[config.mk]
export PLATFORM = sky130hd
export DESIGN_NAME = crc8_frame_deframer
export DESIGN_NICKNAME = d
export VERILOG_FILES = /design/src/crc8fd_pkg.sv /design/src/crc8fd_front.sv /design/src/crc8fd_queue.sv /design/src/crc8fd_back.sv /design/src/crc8_frame_deframer.sv
export SDC_FILE = /design/constraint.sdc
export NUM_CORES = 1
export LEC_CHECK = 0
export BUFFER_PORTS_ARGS = -buffer_cell sky130_fd_sc_hd__buf_2
export CORE_ASPECT_RATIO = 1.2
export CORE_UTILIZATION = 24
export DETAILED_ROUTE_END_ITERATION = 10
export GPL_TIMING_DRIVEN = 1
export PLACE_DENSITY = 0.37
export SLEW_MARGIN = 5
export SYNTH_ARGS = -nofsm -noshare
export SYNTH_HDL_FRONTEND = slang
export SYNTH_SLANG_ARGS = --single-unit
[constraint.sdc]
create_clock -name clock -period 4.7 [get_ports clock]
set_clock_uncertainty 0.1 [all_clocks]
set_input_delay 0.47 -clock clock [delete_from_list [all_inputs] [get_ports clock]]
set_output_delay 0.47 -clock clock [all_outputs]
set_load 0.03 [all_outputs]
[src/crc8fd_pkg.sv]
`timescale 1ns / 1ps

package crc8fd_pkg;

   localparam logic [7:0] CRC_POLY      = 8'h07;
   localparam logic [7:0] CRC_MSB       = 8'h80;
   localparam logic [7:0] CRC_INIT      = 8'h00;
   localparam logic [7:0] HEADER_RESET  = 8'hAA;
   localparam logic [5:0] MAXLEN_RESET  = 6'd32;
   localparam int         RESULT_CAP    = 32;
   localparam int         LEN_W         = 6;
   localparam int         BIDX_W        = 5;

   typedef enum logic [0:0] {
      CSR_HEADER_BYTE = 1'b0,
      CSR_MAX_LENGTH  = 1'b1
   } csr_index_type;

   typedef enum logic [2:0] {
      PH_HEADER = 3'd0,
      PH_CMD    = 3'd1,
      PH_LEN    = 3'd2,
      PH_DATA   = 3'd3,
      PH_CRC    = 3'd4
   } parse_phase_type;

   typedef enum logic [1:0] {
      BK_IDLE  = 2'd0,
      BK_FETCH = 2'd1,
      BK_LOAD  = 2'd2
   } back_state_type;

   // descriptor of a frame that passed its CRC
   typedef struct packed {
      logic             push;
      logic [7:0]       cmd;
      logic [LEN_W-1:0] len;
   } push_type;

   typedef struct packed {
      logic             valid;
      logic [7:0]       cmd;
      logic [LEN_W-1:0] len;
   } head_type;

   // MSB-first CRC-8 over one byte, no final xor
   function automatic logic [7:0] crc8_step(input logic [7:0] crc, input logic [7:0] b);
      logic [7:0] c;
      c = crc ^ b;
      for (int k = 0; k < 8; k++) begin
         if ((c & CRC_MSB) != 8'h00) begin
            c = (c << 1) ^ CRC_POLY;
         end else begin
            c = c << 1;
         end
      end
      return c;
   endfunction

endpackage

[src/crc8fd_front.sv]
`timescale 1ns / 1ps

module crc8fd_front #(
   parameter int MAX_PAYLOAD = 32,
   parameter int IDX_W       = 5
) (
   input  logic                     clock,
   input  logic                     reset,
   input  logic                     req_valid,
   output logic                     req_ready,
   input  logic [7:0]               req_rx_byte,
   input  logic                     csr_valid,
   input  logic                     csr_index,
   input  logic [7:0]               csr_data,
   input  logic                     q_full,
   output logic                     wr_en,
   output logic [IDX_W-1:0]         wr_idx,
   output logic [7:0]               wr_data,
   output crc8fd_pkg::push_type     push
);
   import crc8fd_pkg::*;

   localparam int LIM_CAP = (MAX_PAYLOAD < RESULT_CAP) ? MAX_PAYLOAD : RESULT_CAP;

   parse_phase_type  phase_ff, phase_in;
   logic [7:0]       header_ff, header_in;
   logic [LEN_W-1:0] maxlen_ff, maxlen_in;
   logic [7:0]       cmd_ff, cmd_in;
   logic [LEN_W-1:0] len_ff, len_in;
   logic [LEN_W-1:0] fill_ff, fill_in;
   logic [7:0]       crc_ff, crc_in;

   logic             accept;
   logic [7:0]       crc_next;
   logic [LEN_W-1:0] limit;
   logic             too_long;
   logic [LEN_W-1:0] fill_inc;

   assign req_ready = !q_full;
   assign accept    = req_valid && req_ready;
   assign crc_next  = crc8_step(crc_ff, req_rx_byte);
   assign limit     = (maxlen_ff > LEN_W'(LIM_CAP)) ? LEN_W'(LIM_CAP) : maxlen_ff;
   assign too_long  = req_rx_byte > {2'b00, limit};
   assign fill_inc  = fill_ff + LEN_W'(1);

   always_comb begin
      phase_in = phase_ff;
      if (accept) begin
         case (phase_ff)
            PH_CMD:  phase_in = PH_LEN;
            PH_LEN: begin
               if (too_long) begin
                  phase_in = PH_HEADER;
               end else if (req_rx_byte == 8'h00) begin
                  phase_in = PH_CRC;
               end else begin
                  phase_in = PH_DATA;
               end
            end
            PH_DATA: phase_in = (fill_inc >= len_ff) ? PH_CRC : PH_DATA;
            PH_CRC:  phase_in = PH_HEADER;
            default: phase_in = (req_rx_byte == header_ff) ? PH_CMD : PH_HEADER;
         endcase
      end
   end

   always_comb begin
      header_in = header_ff;
      maxlen_in = maxlen_ff;
      cmd_in    = cmd_ff;
      len_in    = len_ff;
      fill_in   = fill_ff;
      crc_in    = crc_ff;
      wr_en     = 1'b0;
      push      = '0;
      push.cmd  = cmd_ff;
      push.len  = len_ff;
      if (csr_valid) begin
         if (csr_index == CSR_HEADER_BYTE) begin
            header_in = csr_data;
         end else begin
            maxlen_in = csr_data[LEN_W-1:0];
         end
      end
      if (accept) begin
         case (phase_ff)
            PH_CMD: begin
               cmd_in = req_rx_byte;
               crc_in = crc_next;
            end
            PH_LEN: begin
               if (!too_long) begin
                  len_in  = req_rx_byte[LEN_W-1:0];
                  crc_in  = crc_next;
                  fill_in = '0;
               end
            end
            PH_DATA: begin
               wr_en   = 1'b1;
               crc_in  = crc_next;
               fill_in = fill_inc;
            end
            PH_CRC: begin
               push.push = (req_rx_byte == crc_ff);
            end
            default: begin
               if (req_rx_byte == header_ff) begin
                  crc_in = crc8_step(CRC_INIT, req_rx_byte);
               end
            end
         endcase
      end
   end

   assign wr_idx  = IDX_W'(fill_ff);
   assign wr_data = req_rx_byte;

   always_ff @(posedge clock) begin
      if (reset) begin
         phase_ff  <= PH_HEADER;
         header_ff <= HEADER_RESET;
         maxlen_ff <= MAXLEN_RESET;
         cmd_ff    <= '0;
         len_ff    <= '0;
         fill_ff   <= '0;
         crc_ff    <= CRC_INIT;
      end else begin
         phase_ff  <= phase_in;
         header_ff <= header_in;
         maxlen_ff <= maxlen_in;
         cmd_ff    <= cmd_in;
         len_ff    <= len_in;
         fill_ff   <= fill_in;
         crc_ff    <= crc_in;
      end
   end

endmodule

[src/crc8fd_queue.sv]
`timescale 1ns / 1ps

module crc8fd_queue #(
   parameter int IDX_W = 5
) (
   input  logic                     clock,
   input  logic                     reset,
   input  logic                     wr_en,
   input  logic [IDX_W-1:0]         wr_idx,
   input  logic [7:0]               wr_data,
   input  crc8fd_pkg::push_type     push,
   output logic                     q_full,
   input  logic                     pop,
   input  logic [IDX_W-1:0]         rd_idx,
   output logic [7:0]               rd_data,
   output crc8fd_pkg::head_type     head
);
   import crc8fd_pkg::*;

   localparam int DEPTH = 2 << IDX_W;

   // one payload bank per descriptor slot; the front fills the bank at wr_ptr
   logic [7:0]       mem [DEPTH];
   logic [7:0]       rd_data_ff;
   logic [7:0]       cmd_ff [2];
   logic [LEN_W-1:0] len_ff [2];
   logic             wr_ptr_ff, wr_ptr_in;
   logic             rd_ptr_ff, rd_ptr_in;
   logic [1:0]       count_ff, count_in;

   assign q_full = (count_ff == 2'd2);

   always_comb begin
      wr_ptr_in = push.push ? !wr_ptr_ff : wr_ptr_ff;
      rd_ptr_in = pop ? !rd_ptr_ff : rd_ptr_ff;
      count_in  = count_ff + 2'(push.push) - 2'(pop);
   end

   always_ff @(posedge clock) begin
      if (wr_en) begin
         mem[{wr_ptr_ff, wr_idx}] <= wr_data;
      end
      rd_data_ff <= mem[{rd_ptr_ff, rd_idx}];
      if (push.push) begin
         cmd_ff[wr_ptr_ff] <= push.cmd;
         len_ff[wr_ptr_ff] <= push.len;
      end
   end

   always_ff @(posedge clock) begin
      if (reset) begin
         wr_ptr_ff <= 1'b0;
         rd_ptr_ff <= 1'b0;
         count_ff  <= '0;
      end else begin
         wr_ptr_ff <= wr_ptr_in;
         rd_ptr_ff <= rd_ptr_in;
         count_ff  <= count_in;
      end
   end

   assign rd_data    = rd_data_ff;
   assign head.valid = (count_ff != 2'd0);
   assign head.cmd   = cmd_ff[rd_ptr_ff];
   assign head.len   = len_ff[rd_ptr_ff];

endmodule

[src/crc8fd_back.sv]
`timescale 1ns / 1ps

module crc8fd_back #(
   parameter int IDX_W = 5
) (
   input  logic                                clock,
   input  logic                                reset,
   input  crc8fd_pkg::head_type                head,
   output logic                                pop,
   output logic [IDX_W-1:0]                    rd_idx,
   input  logic [7:0]                          rd_data,
   output logic                                rsp_valid,
   input  logic                                rsp_ready,
   output logic [7:0]                          rsp_frame_command,
   output logic [crc8fd_pkg::LEN_W-1:0]        rsp_payload_length,
   output logic                                rsp_has_data,
   output logic [crc8fd_pkg::BIDX_W-1:0]       rsp_byte_index,
   output logic [7:0]                          rsp_data_byte,
   output logic                                rsp_last
);
   import crc8fd_pkg::*;

   back_state_type    state_ff, state_in;
   logic [BIDX_W-1:0] idx_ff, idx_in;
   logic              valid_ff, valid_in;
   logic [7:0]        cmd_ff;
   logic [LEN_W-1:0]  len_ff;
   logic              has_ff;
   logic [BIDX_W-1:0] bidx_ff;
   logic [7:0]        data_ff;
   logic              last_ff;

   logic              can_load;
   logic              is_last;
   logic              empty;
   logic              emit;

   assign can_load = !valid_ff || rsp_ready;
   assign empty    = (head.len == '0);
   assign is_last  = empty || ((LEN_W'(idx_ff) + LEN_W'(1)) == head.len);
   assign rd_idx   = IDX_W'(idx_ff);

   always_comb begin
      state_in = state_ff;
      case (state_ff)
         BK_IDLE:  state_in = head.valid ? BK_FETCH : BK_IDLE;
         BK_FETCH: state_in = BK_LOAD;
         BK_LOAD: begin
            if (can_load) begin
               state_in = is_last ? BK_IDLE : BK_FETCH;
            end
         end
         default:  state_in = BK_IDLE;
      endcase
   end

   always_comb begin
      emit     = (state_ff == BK_LOAD) && can_load;
      pop      = emit && is_last;
      idx_in   = idx_ff;
      valid_in = valid_ff;
      if (emit) begin
         idx_in   = is_last ? '0 : idx_ff + BIDX_W'(1);
         valid_in = 1'b1;
      end else if (rsp_ready) begin
         valid_in = 1'b0;
      end
   end

   // result word; hold while the consumer stalls
   always_ff @(posedge clock) begin
      if (emit) begin
         cmd_ff  <= head.cmd;
         len_ff  <= head.len;
         has_ff  <= !empty;
         bidx_ff <= idx_ff;
         data_ff <= empty ? 8'h00 : rd_data;
         last_ff <= is_last;
      end
   end

   always_ff @(posedge clock) begin
      if (reset) begin
         state_ff <= BK_IDLE;
         idx_ff   <= '0;
         valid_ff <= 1'b0;
      end else begin
         state_ff <= state_in;
         idx_ff   <= idx_in;
         valid_ff <= valid_in;
      end
   end

   assign rsp_valid          = valid_ff;
   assign rsp_frame_command  = cmd_ff;
   assign rsp_payload_length = len_ff;
   assign rsp_has_data       = has_ff;
   assign rsp_byte_index     = bidx_ff;
   assign rsp_data_byte      = data_ff;
   assign rsp_last           = last_ff;

endmodule

[src/crc8_frame_deframer.sv]
`timescale 1ns / 1ps
// channel | handshake           | payload
// req     | req_valid/req_ready | req_rx_byte
// rsp     | rsp_valid/rsp_ready | frame_command, payload_length, has_data, byte_index,
//         |                     | data_byte, last
// csr     | csr_valid/csr_ready | csr_index, csr_data
//
// The parser takes one received byte per cycle while req_ready is high. Each result word
// passes the replay sequencer's payload read and then the load of the output word, and each
// frame first picks up its descriptor; an empty frame is one word.
// Two descriptor slots with a payload bank each sit between parser and sequencer;
// req_ready drops while both slots hold frames not yet replayed.
// Reset clears control state, sets header_byte to 0xAA and max_length to 32.

module crc8_frame_deframer #(
   parameter int MAX_PAYLOAD = 32
) (
   input  logic                                clock,
   input  logic                                reset,
   input  logic                                req_valid,
   output logic                                req_ready,
   input  logic [7:0]                          req_rx_byte,
   output logic                                rsp_valid,
   input  logic                                rsp_ready,
   output logic [7:0]                          rsp_frame_command,
   output logic [crc8fd_pkg::LEN_W-1:0]        rsp_payload_length,
   output logic                                rsp_has_data,
   output logic [crc8fd_pkg::BIDX_W-1:0]       rsp_byte_index,
   output logic [7:0]                          rsp_data_byte,
   output logic                                rsp_last,
   input  logic                                csr_valid,
   output logic                                csr_ready,
   input  logic                                csr_index,
   input  logic [7:0]                          csr_data
);
   import crc8fd_pkg::*;

   localparam int IDX_W = (MAX_PAYLOAD > 1) ? $clog2(MAX_PAYLOAD) : 1;

   logic             q_full;
   logic             wr_en;
   logic [IDX_W-1:0] wr_idx;
   logic [7:0]       wr_data;
   push_type         push;
   logic             pop;
   logic [IDX_W-1:0] rd_idx;
   logic [7:0]       rd_data;
   head_type         head;

   assign csr_ready = 1'b1;

   crc8fd_front #(
      .MAX_PAYLOAD (MAX_PAYLOAD),
      .IDX_W       (IDX_W)
   ) u_front (
      .clock       (clock),
      .reset       (reset),
      .req_valid   (req_valid),
      .req_ready   (req_ready),
      .req_rx_byte (req_rx_byte),
      .csr_valid   (csr_valid),
      .csr_index   (csr_index),
      .csr_data    (csr_data),
      .q_full      (q_full),
      .wr_en       (wr_en),
      .wr_idx      (wr_idx),
      .wr_data     (wr_data),
      .push        (push)
   );

   crc8fd_queue #(
      .IDX_W (IDX_W)
   ) u_queue (
      .clock   (clock),
      .reset   (reset),
      .wr_en   (wr_en),
      .wr_idx  (wr_idx),
      .wr_data (wr_data),
      .push    (push),
      .q_full  (q_full),
      .pop     (pop),
      .rd_idx  (rd_idx),
      .rd_data (rd_data),
      .head    (head)
   );

   crc8fd_back #(
      .IDX_W (IDX_W)
   ) u_back (
      .clock              (clock),
      .reset              (reset),
      .head               (head),
      .pop                (pop),
      .rd_idx             (rd_idx),
      .rd_data            (rd_data),
      .rsp_valid          (rsp_valid),
      .rsp_ready          (rsp_ready),
      .rsp_frame_command  (rsp_frame_command),
      .rsp_payload_length (rsp_payload_length),
      .rsp_has_data       (rsp_has_data),
      .rsp_byte_index     (rsp_byte_index),
      .rsp_data_byte      (rsp_data_byte),
      .rsp_last           (rsp_last)
   );

endmodule

==> flow_summary.ini, run 1 <==
[status]
run_status = completed

[timing]
fmax_mhz = 303.0
rsz0062_at_grt = no
fin_crit_ns = 3.300
hold_viol_final = 0
setup_viol = 0
tightestPinTransition_ns = 1.048
period_share_pct = 70.21
relSlewSlack_pct = 29.97
fin_setup_tns_ns = 0
finalMaxSlewViolations = 0
setup_slack_ns = 1.400

[clock_network]
postCtsSetupRepairBufs = 0
cts_made_buffers = 69
post_cts_resized = 0
worstSkewPairLatency_ns = 0.61
cts_hold_buf = 8
cts_buffer_depth = 3
clk_pin_slew_ns = 0.06
cts_sinks = 635
cts_tree = built
h-tree-depth = 3
cts_root_buffer = clkbuf_16

[synth]
synth.area.top_cells = edfxtp_1, mux4_2, dfxtp_1
synth.top_cells.by_count = edfxtp_1, mux4_2, nor2_1
synth.net_count = 1446
synth_top_flop_cell = edfxtp_1
synth_edf_count = 569
yosysTopAreaCell = edfxtp_1
async_flop_share_pct = 0
synth_area_um2 = 25550
yosysSeqAreaShare_pct = 72.05
synthDominantCellAreaShare_pct = 66.88
syn_avg_cell_area_um2 = 18.24
synth-seq-cells = 635
synth.most_common_cell = edfxtp_1
yosysWarnings = 0
synth_cells = 1401
ys_types = 61

[floorplanning]
ios = 54
fp.coreArea_um2 = 105100
rows = 130
chipWidth_um = 299.9
dieArea_um2 = 107800
die_h_um = 359.4
start_util_pct = 24.32

[worst_setup_path]
r2r_cells = 13
endpoint_kind = flip-flop
path_max_fanout = 20
cp.required_ns = 5.09
cp.arrival_ns = 3.69
cp-start-kind = flip-flop
path_class = flip-flop to flip-flop

[cells_and_area]
drive_gt1_share_pct = 24.62
areaGrowthSynthToFinish_pct = 17.24
multiInputGateArea_um2 = 6688
final.fill_count = 10500
regArea_um2 = 18420
layout.nets = 1564

[global_route]
antenna_found_initial = 1
first_global_vias = 13460
grt_overflow = 0
track_usage_pct = 12.82
grt_max_degree = 86
grt_pass1_wl_um = 99670

[min_path]
hp-class = input pin to flip-flop
min_path_cells = 3

[flow_run]
cap_viol_max_count = 0

[route]
final_antenna_net_count = 0
routed_wl_um = 68690
drc = 0
drt-initial-drc-count = 947
vias_per_cell = 4.323
wl_per_cell_um = 23.21
dr.pass1.iters = 5
vias = 12790

[pwr]
vdd_drop_max_v = 0.0002043
leakage_uw = 0.009191
power.density_nw_per_um2 = 388.5

[placed_design]
dpl.hpwl_um = 43670
io_buffer_count = 52
place_ws_ns = 1.242
gp_congestion = 0.7421
## per-stage QoR
step           area, µm²  hold WS (ns)  total power (µW)  utilization [%]  instances
2_1_floorplan      25550        0.3029              6354                -       1401
3_3_place_gp       27700        0.3377              6490            26.37       2826
3_5_place_dp       27700        0.3438              6493            26.37       2826
4_1_cts            29950       0.04089             11820            28.50       2958
5_1_grt            29950       0.07746             12040            28.50       2958
6_report           29950       0.09262             11640            28.51       2959
## report_power, final
part           total, µW  switching, µW  internal, µW
Clock               5270           2240          3030
Sequential          6140           5.45          6140
Combinational        225            165          60.0
## cell usage in the layout, fill, tap and decap left out, types with 11 or more instances in the layout
master	n
buf_2	50
nand2b_1	12
a21oi_1	32
dfxtp_1	62
mux2_2	17
clkbuf_16	73
nand3_1	19
edfxtp_1	569
nand2_1	41
mux4_2	136
xnor2_1	36
mux2i_1	56
clkinv_2	12
nor2_1	126
o21ai_0	11
ha_1	23
clkbuf_1	15
xor2_1	18
buf_4	61
o22ai_1	21
clkinv_1	12
nor2b_1	19
inv_1	25
## cell type report
class | instances | share of cell area (%)
Inverter | 25 | 0.3133
Multi-Input combinational cell | 666 | 22.33
Clock inverter | 35 | 0.9023
Clock buffer | 89 | 6.333
Timing Repair Buffer | 122 | 2.832
Antenna cell | 1 | 0.008354
Sequential cell | 635 | 61.50
Tap cell | 1386 | 5.789
## metal layers
layer	wire length (µm)	GRT usage (%)	share of wire (%)
met1	30460	16.70	44
met2	34720	21.97	51
met3	2299	1.934	3.3
met4	1211	3.491	1.8
met5	0	0	0
## critical path: stages (launching register included)
cell	delay (ns)
dfxtp_4	0.62
and2_1	0.51
nand3_1	0.20
a21o_1	0.21
a31oi_2	0.26
nor2_1	0.09
nor2_1	0.22
nor2_1	0.08
ha_1	0.29
inv_1	0.06
ha_1	0.14
xor2_1	0.19
xnor2_1	0.14
nor2_1	0.06
## cells by family (layout without fill, tap and decap cells)
family | Yosys count | count (layout) | share of synthesized area (%)
buffers and inverters | 100 | 271 | 1.802
adders and majority gates | 23 | 23 | 1.126
AOI/OAI and AO/OA | 118 | 118 | 3.237
muxes | 212 | 212 | 15.10
xor gates and xnor gates | 56 | 56 | 1.978
and+or+nand+nor | 256 | 256 | 4.691
DFF | 635 | 635 | 72.05
other | 1 | 2 | 0.01468
## state kept, by name, indices dropped and copies added, names as in the netlist, 5 cells and up, named ones only
register	cells
u_queue.mem	512
u_queue.cmd_ff	16
u_queue.len_ff	12
u_back.rsp_data_byte	8
u_back.rsp_frame_command	8
u_front.cmd_ff	8
u_front.crc_ff	8
u_front.header_ff	8
u_queue.rd_data	8
u_back.rsp_payload_length	6
u_front.fill_ff	6
u_front.len_ff	6
u_front.maxlen_ff	6
u_back.rd_idx	5
u_back.rsp_byte_index	5
## worst paths after layout
check,from,to,slack (ns)
hold / removal,csr_valid,u_front.maxlen_ff[2]$_SDFFE_PP0P_,0.09
hold reg to reg,u_front.cmd_ff[1]$_SDFFE_PP0P_,u_queue.cmd_ff[1][1]$_DFFE_PP_,0.36
setup / recovery,u_back.rd_idx[0]$_SDFFE_PP0P_,u_queue.count_ff[1]$_SDFF_PP0_,1.40
setup reg to reg,u_back.rd_idx[0]$_SDFFE_PP0P_,u_queue.count_ff[1]$_SDFF_PP0_,1.40
No activity file was read; power rests on OpenSTA's default activity.
==> run 2: changes to the inputs <==
- clock period: 4.7 -> 3.19 ns (I/O delays scaled with it)
==> flow_summary.ini, run 2 (synthesis gave the netlist of run 1 again) <==
[worst_setup_path]
cp.arrival_ns = 3.32
r2r_cells = 13
cp_common_cell = nor2_1
rrSetupSlack_ns = 0.26
cp.required_ns = 3.58
cp_top_family = simple AND/OR/NAND/NOR gates
endpoint_kind = flip-flop
max_stage_delay_ns = 0.49
timing.rr.end = u_queue.count_ff[1]$_SDFF_PP0_
crit_cells = 13
cp_num_buf_inv = 1
path_max_fanout = 5
crit_path_cell_trace = mux2i_1, nand3_1, a21o_1, a31oi_2, nor2_1, nor2_1, nor2_1, ha_1, inv_1, ha_1, xor2_1, xnor2_1, nor2_1
cp-start-kind = flip-flop
cpMaxStageDelayCell = dfxtp_1
path_class = flip-flop to flip-flop

[cells_and_area]
reg_top3 = u_queue.mem (512), u_queue.cmd_ff (16), u_queue.len_ff (12)
drive_gt1_share_pct = 27.62
layout_common_cells = edfxtp_1, buf_4, mux4_2
layout.nets = 1647
regMostFlops = u_queue.mem
final_common_cell = edfxtp_1
areaGrowthSynthToFinish_pct = 19.52
antennaDiodeCount = 0
largest_register_ffs = 512
final.fill_count = 10510
final_cell_area_um2 = 30540

[floorplanning]
chipWidth_um = 299.9
rows = 130
die_h_um = 359.4
start_util_pct = 24.32
fp.coreArea_um2 = 105100
ios = 54
dieArea_um2 = 107800

[global_route]
grt_overflow = 0
first_global_vias = 13790
antenna_found_initial = 7
grt_pass1_wl_um = 100400
grt_max_degree = 85
track_usage_pct = 13.00

[route]
wl_per_cell_um = 22.98
final_antenna_net_count = 0
dr.pass1.iters = 5
vias = 13110
routed_wl_um = 69790
drt-initial-drc-count = 889
drc = 0
vias_per_cell = 4.315

[min_path]
hp-class = input pin to flip-flop
whs_endpoint = u_front.cmd_ff[3]$_SDFFE_PP0P_
min_path_cells = 3
worstHoldStart = req_rx_byte[3]

[timing]
hold_viol_final = 0
relSlewSlack_pct = 44.09
rsz0062_at_grt = no
fin_setup_tns_ns = 0
tightestPinTransition_ns = 0.8387
period_share_pct = 91.73
fmax_mhz = 341.7
finalMaxSlewViolations = 0
setup_viol = 0
fin_crit_ns = 2.926
setup_slack_ns = 0.2639

[clock_network]
cts_made_buffers = 67
clk_pin_slew_ns = 0.06
cts_sinks = 635
postCtsSetupRepairBufs = 0
cts_tree = built
cts_buffer_depth = 3
worstSkewPairLatency_ns = 0.60
post_cts_resized = 0
cts_root_buffer = clkbuf_16
h-tree-depth = 3

[flow_run]
cap_viol_max_count = 0

[placed_design]
place_area_um2 = 28320
dpl.hpwl_um = 44150
io_buffer_count = 52
place_ws_ns = 0.2210
gp_congestion = 0.7287

[pwr]
power.density_nw_per_um2 = 555.8
leakage_uw = 0.009581
vdd_drop_max_v = 0.0003787

[status]
run_status = completed
## run 2: changes by cell type in the layout (fill, tap and decap cells not counted)
cell           change
dlygate4sd3_1      +5
inv_6              -1
bufinv_16          +1
clkinv_1           -1
clkinvlp_4         -1
clkinv_2           -7
clkbuf_1           +6
buf_4             +79
buf_12             +1
clkinv_4           +1
inv_16             -1
clkbuf_8           -1
diode_2            -1
clkbuf_16          -2
## run 2: report_power, final
group,internal (µW),switching [µW]
combinational,93.1,232
sequential,9040,7.96
clock,4390,3200
## run 2: area by class of cell
| class | count | area, µm² | area share (%) |
|---|---|---|---|
| clock inverter | 26 | 234.0 | 0.7662 |
| tap | 1386 | 1734 | 5.679 |
| clock buffer | 92 | 1856 | 6.076 |
| timing repair buffer | 207 | 1511 | 4.950 |
| multi-input combinational | 666 | 6688 | 21.90 |
| inverter | 25 | 93.84 | 0.3073 |
| sequential | 635 | 18420 | 60.32 |
## run 2: worst max-delay path by stage
stage                   start                        endpoint  slack [ns]
floorplan           flip-flop  u_queue.count_ff[1]$_SDFF_PP0_        0.48
global placement    flip-flop  u_queue.count_ff[1]$_SDFF_PP0_        0.18
detailed placement  flip-flop  u_queue.count_ff[1]$_SDFF_PP0_        0.22
CTS                 flip-flop  u_queue.count_ff[1]$_SDFF_PP0_        0.19
global route        flip-flop  u_queue.count_ff[1]$_SDFF_PP0_       0.008
finish              flip-flop  u_queue.count_ff[1]$_SDFF_PP0_        0.26
## run 2: tightest hold or removal path, delay by kind of cell
| kind | cells | cell delay (ns) |
|---|---|---|
| simple gates | 1 | 0.05 |
| buf+inv | 1 | 0.19 |
| mux | 1 | 0.15 |
## run 2: timing repair
item                       in CTS  in global routing
setup endpoints to repair       0                  0
hold endpoints to repair       18                  0
hold buffers                   13                  0
## run 2: metal layers
metal / wire length (µm) / GRT usage [%] / up-vias
met2: 35340 / 22.42 / 224
met1: 30480 / 16.56 / 6862
met4: 1552 / 3.872 / 0
met5: 0 / 0 / -
met3: 2423 / 2.163 / 92
li1: - / - / 5928
## run 2: stage by stage
step | utilization [%] | std cells | power, µW | hold WS, ns
after global placement | 26.95 | 2906 | 9545 | 0.3316
after global routing | 29.06 | 3037 | 17550 | 0.05599
after detailed placement | 26.95 | 2906 | 9553 | 0.3395
final | 29.06 | 3037 | 16970 | 0.07851
after CTS | 29.06 | 3037 | 17260 | 0.02058
after floorplan | - | 1401 | 9361 | 0.3029
==> run 3: changes to the inputs <==
- BUFFER_PORTS_ARGS: -buffer_cell sky130_fd_sc_hd__buf_2 -> -buffer_cell sky130_fd_sc_hd__buf_4
- CORE_ASPECT_RATIO: 1.2 -> not set
- HOLD_SLACK_MARGIN: not set -> 0.15
==> flow_summary.ini, run 3 (synthesis gave the netlist of run 1 again) <==
[status]
run_status = finished with violations
violations = design-rule violations

[cells_and_area]
layout_common_cells = edfxtp_1, buf_4, mux4_2
layout.nets = 1643
utilization_pct = 29.27
final_common_cell = edfxtp_1
final_cell_count_no_fill = 3047
areaGrowthSynthToFinish_pct = 20.78
reg_top3 = u_queue.mem (512), u_queue.cmd_ff (16), u_queue.len_ff (12)
regMostFlops = u_queue.mem
largest_register_ffs = 512
drive_gt1_share_pct = 27.33

[global_route]
grt_overflow = 0
first_global_vias = 13750
antenna_found_initial = 1
grt_max_degree = 85
grt_pass1_wl_um = 99710
track_usage_pct = 12.86

[route]
final_antenna_net_count = 0
drt-initial-drc-count = 862
vias = 13120
vias_per_cell = 4.305
routed_wl_um = 68450
wl_per_cell_um = 22.46
drc = 16
dr.pass1.iters = 8

[worst_setup_path]
path_class = flip-flop to flip-flop
cp_num_buf_inv = 2
max_stage_delay_ns = 0.53
cp_common_cell = nor2_1
rrSetupSlack_ns = 0.29
path_max_fanout = 5
cp-start-kind = flip-flop
endpoint_kind = flip-flop
cpMaxStageDelayCell = or4_4
crit_path_cell_trace = buf_4, mux2_4, xor2_1, or4_4, nor2_1, nor2_1, nor2_1, ha_1, inv_1, ha_1, xor2_1, xnor2_1, nor2_1
cp_top_family = simple AND/OR/NAND/NOR gates
timing.rr.end = u_queue.count_ff[1]$_SDFF_PP0_
cp.required_ns = 3.57
cp.arrival_ns = 3.28
r2r_cells = 13

[floorplanning]
dieArea_um2 = 107800
ios = 54
start_util_pct = 24.24
fp.coreArea_um2 = 105400
rows = 119
die_h_um = 328.3
chipWidth_um = 328.3

[placed_design]
dpl.cell_count = 2892
io_buffer_count = 52
dpl.hpwl_um = 43850
place_ws_ns = 0.2198
gp_congestion = 0.7363

[clock_network]
cts_made_buffers = 73
cts_tree = built
cts_sinks = 635
clk_pin_slew_ns = 0.06
cts_buffer_depth = 3
cts_root_buffer = clkbuf_16
worstSkewPairLatency_ns = 0.63
postCtsSetupRepairBufs = 0
h-tree-depth = 3

[pwr]
leakage_uw = 0.009711
vdd_drop_max_v = 0.0003792
power.density_nw_per_um2 = 568.4
power_uw = 17540

[min_path]
whs_endpoint = u_front.phase_ff[2]$_SDFFE_PP0P_
min_path_cells = 5
hp-class = input pin to flip-flop
worstHoldStart = req_valid

[timing]
setup_slack_ns = 0.2908
hold_viol_final = 0
tightestPinTransition_ns = 0.9444
setup_viol = 0
fin_crit_ns = 2.899
period_share_pct = 90.88
finalMaxSlewViolations = 0
fin_setup_tns_ns = 0
rsz0062_at_grt = no
relSlewSlack_pct = 36.91
fmax_mhz = 344.9

[flow_run]
cap_viol_max_count = 0
## run 3: through the flow
stage / hold WS [ns] / area [µm²]
floorplan: 0.3029 / 25550
global placement: 0.3385 / 28310
detailed placement: 0.3453 / 28310
CTS: 0.1569 / 30850
global route: 0.1834 / 30850
finish: 0.1699 / 30860
## run 3: worst register-to-register path, delay by kind of cell (launching register included)
kind / cells / cell delay, ns
xor gates and xnor gates: 3 / 0.45
adders and majority gates: 2 / 0.39
buffers and inverters: 2 / 0.24
DFF: 1 / 0.36
muxes: 1 / 0.33
and+or+nand+nor: 5 / 0.91
## run 3: timing repair
action                     CTS  global route
setup endpoints to repair    0             1
hold endpoints to repair    48             0
hold buffers                22             0
resized for setup            0             1
## run 3: final cells by class
type,instances,area [µm²]
multi-input cells,666,6691
repair buffers,197,1584
clock buffers,88,1926
fillers,10440,74560
well taps,1391,1740
flip-flops and latches,635,18420
inverters,25,93.84
clock inverters,43,399.1
diodes,2,5.005
## run 3: metal layers
metal	up-vias	global-route usage, %	wire [µm]
li1	5939	-	-
met1	6857	16.78	30220
met2	232	21.68	33830
met3	88	2.111	2906
met4	0	4.196	1496
met5	-	0	0
## run 3: where the power goes
part           switching (µW)  leakage, µW  internal, µW
clock network            3350      0.00114          4800
registers                8.29      0.00564          9050
logic                     235      0.00293           108
## run 3: worst max-delay path by stage
stage / from / endpoint / cells past startpoint
6_report: flip-flop / u_queue.count_ff[1]$_SDFF_PP0_ / 13
5_1_grt: u_back.rd_idx[1]$_SDFFE_PP0P_ / u_queue.count_ff[1]$_SDFF_PP0_ / 14
4_1_cts: flip-flop / u_queue.count_ff[1]$_SDFF_PP0_ / 14
3_5_place_dp: flip-flop / u_queue.count_ff[1]$_SDFF_PP0_ / 14
3_3_place_gp: flip-flop / u_queue.count_ff[1]$_SDFF_PP0_ / 14
2_1_floorplan: flip-flop / u_queue.count_ff[1]$_SDFF_PP0_ / 14
